--- src/hw/rtl/utf8d_pkg.sv ---
package utf8d_pkg;

  localparam int unsigned BYTE_W          = 8;
  localparam int unsigned CP_W            = 31;
  localparam int unsigned LEN_W           = 3;
  localparam int unsigned CONT_BITS       = 6;
  localparam int unsigned PAYLOAD_W       = 7;
  localparam int unsigned QUEUE_DEPTH_DEF = 4;

  localparam logic [BYTE_W-1:0] CONT_MASK = 8'hC0;
  localparam logic [BYTE_W-1:0] CONT_TAG  = 8'h80;

  localparam logic [LEN_W-1:0] LEN_NONE  = 3'd0;
  localparam logic [LEN_W-1:0] LEN_ASCII = 3'd1;

  // Byte class decided by the front end.
  typedef enum logic [1:0] {
    CLS_ASCII,
    CLS_CONT,
    CLS_LEAD,
    CLS_BAD
  } utf8d_cls_e;

  // One classified byte as it travels through the queue.
  typedef struct packed {
    utf8d_cls_e           cls;
    logic [LEN_W-1:0]     lead_len;
    logic [PAYLOAD_W-1:0] payload;
  } utf8d_entry_t;

endpackage

--- src/hw/rtl/utf8d_byte_if.sv ---
interface utf8d_byte_if;
  import utf8d_pkg::*;

  logic              valid;
  logic              ready;
  logic [BYTE_W-1:0] byte_in;

  modport source (output valid, output byte_in, input ready);
  modport sink (input valid, input byte_in, output ready);
endinterface

--- src/hw/rtl/utf8d_char_if.sv ---
interface utf8d_char_if;
  import utf8d_pkg::*;

  logic             valid;
  logic             ready;
  logic [CP_W-1:0]  code_point;
  logic [LEN_W-1:0] seq_length;
  logic             bad_sequence;

  modport source (output valid, output code_point, output seq_length, output bad_sequence,
                  input ready);
  modport sink (input valid, input code_point, input seq_length, input bad_sequence,
                output ready);
endinterface

--- src/hw/rtl/utf8d_front.sv ---
module utf8d_front
  import utf8d_pkg::*;
(
  utf8d_byte_if.sink   byte_i,
  input  logic         full_i,
  output logic         push_o,
  output utf8d_entry_t entry_o
);

  logic [BYTE_W-1:0] b;

  assign b            = byte_i.byte_in;
  assign byte_i.ready = !full_i;
  assign push_o       = byte_i.valid && !full_i;

  // Classify by leading ones; keep only the payload bits of the byte.
  always_comb begin
    entry_o.cls      = CLS_BAD;
    entry_o.lead_len = LEN_NONE;
    entry_o.payload  = '0;
    if (!b[7]) begin
      entry_o.cls     = CLS_ASCII;
      entry_o.payload = b[6:0];
    end else if ((b & CONT_MASK) == CONT_TAG) begin
      entry_o.cls     = CLS_CONT;
      entry_o.payload = {1'b0, b[5:0]};
    end else if (b[7:5] == 3'b110) begin
      entry_o.cls      = CLS_LEAD;
      entry_o.lead_len = 3'd2;
      entry_o.payload  = {2'b0, b[4:0]};
    end else if (b[7:4] == 4'b1110) begin
      entry_o.cls      = CLS_LEAD;
      entry_o.lead_len = 3'd3;
      entry_o.payload  = {3'b0, b[3:0]};
    end else if (b[7:3] == 5'b11110) begin
      entry_o.cls      = CLS_LEAD;
      entry_o.lead_len = 3'd4;
      entry_o.payload  = {4'b0, b[2:0]};
    end else if (b[7:2] == 6'b111110) begin
      entry_o.cls      = CLS_LEAD;
      entry_o.lead_len = 3'd5;
      entry_o.payload  = {5'b0, b[1:0]};
    end else if (b[7:1] == 7'b1111110) begin
      entry_o.cls      = CLS_LEAD;
      entry_o.lead_len = 3'd6;
      entry_o.payload  = {6'b0, b[0]};
    end
  end

endmodule

--- src/hw/rtl/utf8d_queue.sv ---
module utf8d_queue
  import utf8d_pkg::*;
#(
  parameter int unsigned QUEUE_DEPTH = QUEUE_DEPTH_DEF
) (
  input  logic         clk_i,
  input  logic         rst_ni,
  input  logic         push_i,
  input  utf8d_entry_t entry_i,
  output logic         full_o,
  input  logic         pop_i,
  output logic         valid_o,
  output utf8d_entry_t entry_o
);

  localparam int unsigned PtrW = (QUEUE_DEPTH > 1) ? $clog2(QUEUE_DEPTH) : 1;
  localparam int unsigned CntW = $clog2(QUEUE_DEPTH + 1);

  utf8d_entry_t    mem_q [QUEUE_DEPTH];
  logic [PtrW-1:0] wr_q, wr_d, rd_q, rd_d;
  logic [CntW-1:0] cnt_q, cnt_d;

  function automatic logic [PtrW-1:0] ptr_inc(input logic [PtrW-1:0] p);
    ptr_inc = (p == PtrW'(QUEUE_DEPTH - 1)) ? '0 : p + 1'b1;
  endfunction

  assign full_o  = (cnt_q == CntW'(QUEUE_DEPTH));
  assign valid_o = (cnt_q != '0);
  assign entry_o = mem_q[rd_q];

  always_comb begin
    wr_d  = push_i ? ptr_inc(wr_q) : wr_q;
    rd_d  = pop_i ? ptr_inc(rd_q) : rd_q;
    cnt_d = cnt_q;
    if (push_i && !pop_i) begin
      cnt_d = cnt_q + 1'b1;
    end else if (!push_i && pop_i) begin
      cnt_d = cnt_q - 1'b1;
    end
  end

  always_ff @(posedge clk_i) begin
    if (push_i) begin
      mem_q[wr_q] <= entry_i;
    end
  end

  always_ff @(posedge clk_i or negedge rst_ni) begin
    if (!rst_ni) begin
      wr_q  <= '0;
      rd_q  <= '0;
      cnt_q <= '0;
    end else begin
      wr_q  <= wr_d;
      rd_q  <= rd_d;
      cnt_q <= cnt_d;
    end
  end

  assert property (@(posedge clk_i) disable iff (!rst_ni) cnt_q <= CntW'(QUEUE_DEPTH))
    else $error("queue count beyond depth");
  assert property (@(posedge clk_i) disable iff (!rst_ni) !(push_i && full_o))
    else $error("push into full queue");
  assert property (@(posedge clk_i) disable iff (!rst_ni) !(pop_i && !valid_o))
    else $error("pop from empty queue");

endmodule

--- src/hw/rtl/utf8d_back.sv ---
module utf8d_back
  import utf8d_pkg::*;
(
  input  logic         clk_i,
  input  logic         rst_ni,
  input  logic         valid_i,
  input  utf8d_entry_t entry_i,
  output logic         pop_o,
  utf8d_char_if.source char_o
);

  logic [LEN_W-1:0] bytes_left_q, bytes_left_d;
  logic [LEN_W-1:0] total_len_q, total_len_d;
  logic [CP_W-1:0]  acc_q, acc_d;
  logic             out_valid_q, out_valid_d;
  logic [CP_W-1:0]  cp_q, cp_d;
  logic [LEN_W-1:0] len_q, len_d;
  logic             bad_q, bad_d;
  logic             emit;
  logic [CP_W-1:0]  acc_shift;

  assign pop_o     = valid_i && (!out_valid_q || char_o.ready);
  assign acc_shift = {acc_q[CP_W-CONT_BITS-1:0], entry_i.payload[CONT_BITS-1:0]};

  always_comb begin
    bytes_left_d = bytes_left_q;
    total_len_d  = total_len_q;
    acc_d        = acc_q;
    emit         = 1'b0;
    cp_d         = cp_q;
    len_d        = len_q;
    bad_d        = bad_q;
    if (pop_o) begin
      if (bytes_left_q != '0) begin
        if (entry_i.cls != CLS_CONT) begin
          // Drop the open sequence together with the offending byte.
          emit         = 1'b1;
          cp_d         = '0;
          len_d        = LEN_NONE;
          bad_d        = 1'b1;
          bytes_left_d = '0;
          total_len_d  = '0;
          acc_d        = '0;
        end else if (bytes_left_q == 3'd1) begin
          emit         = 1'b1;
          cp_d         = acc_shift;
          len_d        = total_len_q;
          bad_d        = 1'b0;
          bytes_left_d = '0;
          total_len_d  = '0;
          acc_d        = '0;
        end else begin
          acc_d        = acc_shift;
          bytes_left_d = bytes_left_q - 1'b1;
        end
      end else begin
        case (entry_i.cls)
          CLS_ASCII: begin
            emit  = 1'b1;
            cp_d  = CP_W'(entry_i.payload);
            len_d = LEN_ASCII;
            bad_d = 1'b0;
          end
          CLS_LEAD: begin
            total_len_d  = entry_i.lead_len;
            bytes_left_d = entry_i.lead_len - 1'b1;
            acc_d        = CP_W'(entry_i.payload);
          end
          default: begin
            emit  = 1'b1;
            cp_d  = '0;
            len_d = LEN_NONE;
            bad_d = 1'b1;
          end
        endcase
      end
    end
    if (emit) begin
      out_valid_d = 1'b1;
    end else if (char_o.ready) begin
      out_valid_d = 1'b0;
    end else begin
      out_valid_d = out_valid_q;
    end
  end

  always_ff @(posedge clk_i or negedge rst_ni) begin
    if (!rst_ni) begin
      bytes_left_q <= '0;
      total_len_q  <= '0;
      acc_q        <= '0;
      out_valid_q  <= 1'b0;
    end else begin
      bytes_left_q <= bytes_left_d;
      total_len_q  <= total_len_d;
      acc_q        <= acc_d;
      out_valid_q  <= out_valid_d;
    end
  end

  always_ff @(posedge clk_i) begin
    cp_q  <= cp_d;
    len_q <= len_d;
    bad_q <= bad_d;
  end

  assign char_o.valid        = out_valid_q;
  assign char_o.code_point   = cp_q;
  assign char_o.seq_length   = len_q;
  assign char_o.bad_sequence = bad_q;

  assert property (@(posedge clk_i) disable iff (!rst_ni)
    (bytes_left_q != '0) |-> (total_len_q > bytes_left_q && total_len_q <= 3'd6))
    else $error("open sequence bookkeeping inconsistent");
  assert property (@(posedge clk_i) disable iff (!rst_ni)
    (out_valid_q && bad_q) |-> (cp_q == '0 && len_q == LEN_NONE))
    else $error("error result carries data");
  assert property (@(posedge clk_i) disable iff (!rst_ni)
    (out_valid_q && !bad_q) |-> (len_q != LEN_NONE))
    else $error("good result without length");
  assert property (@(posedge clk_i) disable iff (!rst_ni)
    (pop_o && emit) |=> out_valid_q)
    else $error("result lost");

endmodule

--- src/hw/rtl/utf8_stream_decoder.sv ---
// An accepted byte is written into the queue, then popped by the back end, which registers its
// result (if any) in the output register; an output stall holds bytes in the queue meanwhile.
// Throughput: one byte per cycle unless the output stalls; set by the single-byte decode step.
// Front end classifies into a QUEUE_DEPTH-entry queue; back end pops one a cycle unless stalled.
// The output register frees as it is taken, so a new byte enters in the cycle a result is taken.
// Reset (rst_ni low, asynchronous) empties the queue, closes any open sequence, drops the output.
module utf8_stream_decoder
  import utf8d_pkg::*;
#(
  parameter int unsigned QUEUE_DEPTH = QUEUE_DEPTH_DEF
) (
  input  logic         clk_i,
  input  logic         rst_ni,
  utf8d_byte_if.sink   byte_i,
  utf8d_char_if.source char_o
);

  // Front end to queue: classified byte and push strobe.
  utf8d_entry_t front_entry;
  logic         front_push;
  logic         queue_full;

  // Queue to back end.
  utf8d_entry_t queue_entry;
  logic         queue_valid;
  logic         back_pop;

  // Classify each byte as it arrives; hold the input off only when the queue is full.
  utf8d_front u_front (
    .byte_i  (byte_i),
    .full_i  (queue_full),
    .push_o  (front_push),
    .entry_o (front_entry)
  );

  // Decouple the two halves so an output stall backs up here first.
  utf8d_queue #(
    .QUEUE_DEPTH (QUEUE_DEPTH)
  ) u_queue (
    .clk_i   (clk_i),
    .rst_ni  (rst_ni),
    .push_i  (front_push),
    .entry_i (front_entry),
    .full_o  (queue_full),
    .pop_i   (back_pop),
    .valid_o (queue_valid),
    .entry_o (queue_entry)
  );

  // Advance the sequence state, assemble the code point, register the result.
  utf8d_back u_back (
    .clk_i   (clk_i),
    .rst_ni  (rst_ni),
    .valid_i (queue_valid),
    .entry_i (queue_entry),
    .pop_o   (back_pop),
    .char_o  (char_o)
  );

endmodule
--- src/flat_wrapper.sv ---
// flat-port wrapper written by rule: the top's interface ports become plain ports
module utf8_stream_decoder_flat import utf8d_pkg::*;
#(
  parameter int unsigned QUEUE_DEPTH = QUEUE_DEPTH_DEF
)
  (clk_i, rst_ni, byte_i_valid, byte_i_byte_in, byte_i_ready, char_o_valid, char_o_code_point, char_o_seq_length, char_o_bad_sequence, char_o_ready);
  utf8d_byte_if byte_i_i ();
  utf8d_char_if char_o_i ();
  input  logic clk_i;
  input  logic rst_ni;
  input wire logic [$bits(byte_i_i.valid)-1:0] byte_i_valid;
  input wire logic [$bits(byte_i_i.byte_in)-1:0] byte_i_byte_in;
  output wire logic [$bits(byte_i_i.ready)-1:0] byte_i_ready;
  output wire logic [$bits(char_o_i.valid)-1:0] char_o_valid;
  output wire logic [$bits(char_o_i.code_point)-1:0] char_o_code_point;
  output wire logic [$bits(char_o_i.seq_length)-1:0] char_o_seq_length;
  output wire logic [$bits(char_o_i.bad_sequence)-1:0] char_o_bad_sequence;
  input wire logic [$bits(char_o_i.ready)-1:0] char_o_ready;
  assign byte_i_i.valid = byte_i_valid;
  assign byte_i_i.byte_in = byte_i_byte_in;
  assign byte_i_ready = byte_i_i.ready;
  assign char_o_valid = char_o_i.valid;
  assign char_o_code_point = char_o_i.code_point;
  assign char_o_seq_length = char_o_i.seq_length;
  assign char_o_bad_sequence = char_o_i.bad_sequence;
  assign char_o_i.ready = char_o_ready;
  utf8_stream_decoder #(.QUEUE_DEPTH(QUEUE_DEPTH)) u_core (.clk_i(clk_i), .rst_ni(rst_ni), .byte_i(byte_i_i), .char_o(char_o_i));
endmodule
--- config.mk ---
export PLATFORM = sky130hd
export DESIGN_NAME = utf8_stream_decoder_flat
export DESIGN_NICKNAME = d
export VERILOG_FILES = /design/src/hw/rtl/utf8d_pkg.sv /design/src/hw/rtl/utf8d_byte_if.sv /design/src/hw/rtl/utf8d_char_if.sv /design/src/hw/rtl/utf8d_front.sv /design/src/hw/rtl/utf8d_queue.sv /design/src/hw/rtl/utf8d_back.sv /design/src/hw/rtl/utf8_stream_decoder.sv /design/src/flat_wrapper.sv
export SDC_FILE = /design/constraint.sdc
export NUM_CORES = 1
export LEC_CHECK = 0
export BUFFER_PORTS_ARGS = -buffer_cell sky130_fd_sc_hd__buf_4
export CORE_ASPECT_RATIO = 1.4
export CORE_MARGIN = 2
export CORE_UTILIZATION = 63
export DETAILED_ROUTE_END_ITERATION = 6
export PLACE_DENSITY_LB_ADDON = 0.15
export SYNTH_ARGS = -nofsm -noshare
export SYNTH_HDL_FRONTEND = slang
export SYNTH_HIERARCHICAL = 1
export SYNTH_SLANG_ARGS = --single-unit
--- constraint.sdc ---
create_clock -name clk_i -period 6.3 [get_ports clk_i]
set_input_delay 1.89 -clock clk_i [delete_from_list [all_inputs] [get_ports clk_i]]
set_output_delay 1.89 -clock clk_i [all_outputs]
set_load 0.02 [all_outputs]
# [Word level (Yosys, flattened, before mapping)]
# Memories as Yosys holds them, arrays and structs flattened.
# Index checks and enable logic that the tools add are counted.
[word_totals] regBits=74 ramBits=48 inputBits=12 out_inout_bits=37 elab_cells=97 n_memories=1
[mem_list] name="u_core.u_queue.mem_q" depth=4 width=12 read_ports=1 rd_ports_with_merged_regs=0 write_ports=1 line_no="utf8d_queue.sv:19" rtl="utf8d_entry_t mem_q [QUEUE_DEPTH];"
[op_classes] n_addsub=6 n_eq_ne=14 mux=48 reduce_logical=18
[ops] operator="25-bit two-way mux" n=4
[ops] operator="31-bit two-way mux" n=3
[ops] operator="31-bit one-hot mux with 2 select lines" n=1
[ops] operator="12-bit two-way mux" n=4
[ops] operator="3-bit two-way mux" n=15
[ops] operator="7-bit two-way mux" n=2
[ops] operator="1-bit two-way mux" n=12
[ops] operator="11-bit two-way mux" n=1
[ops] operator="3-bit by 1-bit subtractor with 3-bit output, second input constant" n=3
[ops] operator="2-bit equality test, second input constant" n=4
[ops] operator="2-bit two-way mux" n=4
[ops] operator="7-bit equality test, second input constant" n=1
[ops] operator="3-bit equality test, second input constant" n=2
[ops] operator="6-bit equality test, second input constant" n=1
[ops] operator="3-bit one-hot mux with 2 select lines" n=1
[ops] operator="3-bit AND reduction" n=2
[ops] operator="2-bit nonzero test" n=3
[ops] operator="3-bit nonzero test" n=2
[ops] operator="5-bit equality test, second input constant" n=1
[ops] operator="2-bit by 1-bit adder with 2-bit output, second input constant" n=2
[ops] operator="4-bit equality test, second input constant" n=1
[ops] operator="1-bit logical AND" n=4
[ops] operator="1-bit zero test" n=4
[ops] operator="3-bit by 1-bit adder with 3-bit output, second input constant" n=1
[ops] operator="other kinds (8)" n=8

# [Logic depth before layout (Yosys ltp)]
[logic_depth] depth_word=8 depth_mapped=10 ltp_nobuf=10

# [Cells and area by module]
# The synthesis kept the hierarchy.
[modules_own_cells] mod="utf8d_back" n_inst=1 cells_per_inst=186 area_per_inst_um2=2695.1 seq_area_each_um2=1851.8
[modules_own_cells] mod="utf8d_queue" n_inst=1 cells_per_inst=100 area_per_inst_um2=2175.8 seq_area_each_um2=1616.6
[modules_own_cells] mod="utf8d_front" n_inst=1 cells_per_inst=24 area_per_inst_um2=143.9 seq_area_each_um2=0.0

# [Worst setup path before layout]
# Ideal clock, no wire load.
[synth_timing] kind="input-to-reg" start="in char_o_ready" end="reg u_core.u_back.bad_q (netlist: u_core/u_back/char_o.bad_sequence), enable pin" setup_time_ns=0.427 arrival_ns=3.730 t_required_ns=5.873 slack_ns=2.143 path_stages=3 cell_sequence="nand2b_1 -> nand2_1 -> nor2_1"
[synth_via] elab_chain_cells=3
[synth_lines] item="start, declared" line_no="flat_wrapper.sv:18" rtl="input wire logic [$bits(char_o_i.ready)-1:0] char_o_ready;"
[synth_lines] item="1-bit logical OR" line_no="utf8d_back.sv:22" rtl="assign pop_o = valid_i && (!out_valid_q || char_o.ready);"
[synth_lines] item="1-bit logical AND" line_no="utf8d_back.sv:22"
[synth_lines] item="3-bit AND reduction (no line)"
[synth_lines] item="end signal, assigned" line_no="utf8d_back.sv:104" rtl="bad_q <= bad_d;"
[synth_lines] item="end, declared" line_no="utf8d_back.sv:18" rtl="logic bad_q, bad_d;"
# No other way between the ends.
# A chain may end at the register's enable or synchronous reset.

# [Worst setup path after layout]
[layout_timing] start="reg u_core.u_queue.cnt_q[0]" end="out byte_i_ready"
[layout_via] elab_chain_cells=2
[layout_lines] item="start, declared" line_no="utf8d_queue.sv:21" rtl="logic [CntW-1:0] cnt_q, cnt_d;"
[layout_lines] item="start signal, assigned" line_no="utf8d_queue.sv:56" rtl="cnt_q <= cnt_d;"
[layout_lines] item="3-bit equality test" line_no="utf8d_queue.sv:27" rtl="assign full_o = (cnt_q == CntW'(QUEUE_DEPTH));"
[layout_lines] item="named net u_core.queue_full" line_no="utf8_stream_decoder.sv:21" rtl="logic queue_full;"
[layout_lines] item="1-bit zero test" line_no="utf8d_front.sv:13" rtl="assign byte_i.ready = !full_i;"
[layout_lines] item="end, declared" line_no="flat_wrapper.sv:13" rtl="output wire logic [$bits(byte_i_i.ready)-1:0] byte_i_ready;"
# The timed path passes the listed nets, and every way through them passes these cells.

==> flow_metrics.py <==
metrics = {
    "status": {
        "status": "complete, no violations",
    },
    "floorplanning": {
        "die_w_um": 79.4,
        "fp-row-count": 38,
        "ios": 49,
        "coreArea_um2": 7750,
        "start_util_pct": 64.7,
        "die_h_um": 110,
        "die_area_um2": 8700,
    },
    "detailed_routing": {
        "drc": 0,
        "vias": 2781,
        "wirelength_um": 8820,
        "first_pass_iters": 4,
        "ant_nets": 0,
        "wl_per_cell_um": 18.4,
        "drtIter0Drc": 210,
        "via_per_inst": 5.81,
    },
    "synthesis": {
        "synth_cells": 310,
        "yosysSeqAreaShare_pct": 69.2,
        "synth_area_um2": 5010,
        "avgSynthCellArea_um2": 16.2,
        "ys_async_sr_fraction_pct": 32.0,
        "synth-edff-count": 83,
        "yosys_warnings": 6,
        "ys.flop_type": "edfxtp_1",
        "synth.net_count": 333,
        "yosysUniqueCellTypes": 43,
        "synth-seq-cells": 122,
    },
    "grt": {
        "antenna_found_initial": 0,
        "grt_max_degree": 40,
        "grt_overflow": 0,
        "grt_usage_pct": 23.1,
        "grt_pass1_wl_um": 14200,
        "first_global_vias": 2823,
    },
    "timing": {
        "final.period_utilization_pct": 52.8,
        "slew_violations": 0,
        "skew_ns": 0.00657,
        "hold_violations": 0,
        "worst_slew_pin_slew_ns": 0.772,
        "fin_crit_ns": 3.32,
        "fmax_mhz": 301,
        "slew_headroom_pct": 48.5,
        "setup_tns_ns": 0,
        "rsz0062_at_grt": "false",
        "finalSetupViolCount": 0,
    },
    "finish": {
        "drive_gt1_share_pct": 26.4,
        "stdcell_area_um2": 5970,
        "syn_to_final_growth_pct": 19.1,
        "final_net_count": 389,
        "diodes": 0,
    },
    "clock_network": {
        "cts.reportedPaths.clkPinSlew_ns": 0.05,
        "htreeDepth": 4,
        "numCtsBuffers": 17,
        "post-cts-setup-buffers": 0,
        "hold_buffers": 0,
        "cts_tree": "built",
        "cts_resized": 0,
        "cts_sinks": 122,
        "clk_latency_ns": 0.51,
        "cts.path.max_buffers": 2,
        "cts_root_buf": "clkbuf_8",
    },
    "pwr": {
        "power_density_nw_per_um2": 554,
        "p_leak_nw": 2.53,
        "irDropWorstVdd_mv": 0.325,
    },
    "min_path": {
        "hold_start": "u_core/u_back/acc_q[21]",
        "hold-path-endpoint": "u_core/u_back/acc_q[21]",
        "hold-path-cell-count": 1,
        "min_path_type": "reg2reg",
    },
    "critical_path": {
        "r2r_end": "u_core/u_back/char_o.code_point[1]",
        "timing.rr.start": "u_core/u_queue/rd_q[0]",
        "critPathLaunch": "u_core/u_queue/cnt_q[0]",
        "arrival_ns": 1.43,
        "crit_type": "reg2out",
        "critPathMaxFanout": 4,
        "endpoint_kind": "output port",
        "critPathRequiredTime_ns": 4.41,
        "reg2regPathDepth": 6,
        "startpoint_type": "flip-flop",
        "reg2reg_slack_ns": 3.32,
    },
    "placement": {
        "port_buffers": 48,
        "place_area_um2": 5420,
        "gp_congestion": 0.811,
        "dp_hpwl_um": 5590,
    },
    "run": {
        "cap_violations": 0,
    },
}
-- layer usage --
| metal | wire (um) | GRT usage [%] |
|---|---|---|
| met1 | 3380 | 26.5 |
| met2 | 4830 | 39.7 |
| met3 | 480 | 7.80 |
| met4 | 132 | 9.98 |
| met5 | 0 | 0 |
-- final cells by class --
class	instances	area, um^2
timing repair buffer	50	375
clock inverter	10	100
inverter	15	56.3
sequential	122	3470
fill	450	1780
multi-input combinational	160	1390
clock buffer	22	453
tap	100	125
-- synth_stat cells, types with 3 or more instances --
master / count / area share [%]
and3_1: 26 / 3.2
edfxtp_1: 83 / 50
xor2_1: 3 / 0.52
clkbuf_1: 4 / 0.30
dfrtp_1: 39 / 19
nor2b_1: 4 / 0.50
nand2b_1: 4 / 0.50
o21a_1: 3 / 0.45
mux4_1: 4 / 2.1
buf_6: 3 / 0.67
inv_1: 15 / 1.1
a21oi_1: 5 / 0.50
mux2_2: 6 / 1.3
ha_1: 10 / 2.5
a22o_1: 27 / 4.7
mux4_2: 8 / 3.6
nand2_1: 10 / 0.75
o22ai_1: 3 / 0.37
nand3_1: 5 / 0.50
and2_1: 13 / 1.6
o21ai_0: 5 / 0.50
nor2_1: 6 / 0.45
-- cells in the final DEF (no fill, tap or decap), types with 2 or more instances in the layout --
cell	n
edfxtp_1	83
buf_4	50
dfrtp_1	39
a22o_1	27
and3_1	26
clkbuf_16	16
inv_1	15
and2_1	13
nand2_1	10
ha_1	10
mux4_2	8
mux2_2	6
clkinv_2	5
nand3_1	5
a21oi_1	5
nor2_1	5
o21ai_0	5
nand2b_1	4
nor2b_1	4
mux4_1	4
clkbuf_8	3
clkbuf_1	3
o22ai_1	3
xor2_1	3
o21a_1	3
bufinv_16	2
clkinv_1	2
nand3b_1	2
-- how the worst max path moves through the flow --
stage / to / slack [ns] / depth (start not counted)
after floorplan: u_core/u_back/char_o.bad_sequence / 2.14 / 3
final: byte_i_ready / 2.98 / 3
after global placement: u_core/u_queue/cnt_q[2] / 2.61 / 11
after global routing: byte_i_ready / 2.88 / 3
after detailed placement: u_core/u_queue/cnt_q[2] / 2.51 / 11
after CTS: byte_i_ready / 2.94 / 3
-- logic make-up after synthesis --
| family | synth area share, % |
|---|---|
| AOI/OAI and AO/OA | 7.51 |
| xor gates and xnor gates | 0.699 |
| adders and majority gates | 2.89 |
| buffers and inverters | 3.09 |
| DFF | 69.2 |
| muxes | 7.04 |
| and+or+nand+nor | 9.61 |
-- sequential cells by signal, summed over array words and instances (netlist names) --
| register | count |
|---|---|
| u_core/u_back/char_o.bad_sequence | 1 |
| u_core/u_back/char_o.valid | 1 |
| u_core/u_queue/mem_q | 48 |
| u_core/u_back/total_len_q | 3 |
| u_core/u_queue/cnt_q | 3 |
| u_core/u_queue/wr_q | 2 |
| u_core/u_back/bytes_left_q | 3 |
| u_core/u_queue/rd_q | 2 |
| u_core/u_back/char_o.code_point | 31 |
| u_core/u_back/acc_q | 25 |
| u_core/u_back/char_o.seq_length | 3 |
-- metrics by stage --
| stage | worst slack (ns) | utilization (%) | std cells | hold WS [ns] | total power (W) |
|---|---|---|---|---|---|
| after floorplan | 2.14 | - | 310 | 0.449 | 0.00210 |
| after CTS | 2.94 | 77.1 | 479 | 0.499 | 0.00333 |
| after detailed placement | 2.51 | 69.9 | 447 | 0.473 | 0.00243 |
| after global placement | 2.61 | 69.9 | 447 | 0.477 | 0.00238 |
| after global routing | 2.88 | 77.1 | 479 | 0.512 | 0.00348 |
| final | 2.98 | 77.1 | 479 | 0.494 | 0.00331 |
-- power breakdown --
group	internal, W	switching [W]
logic	0.000443	0.000663
clock network	0.000576	0.000317
registers	0.00117	0.000140
total	0.00219	0.00112
-- worst max-delay path, cell delays in order, from the launching register on --
cell	delay (ns)
dfrtp_1	0.44
nor3b_1	0.27
inv_1	0.06
buf_4	0.16
Power figures use the tool's default switching activity.
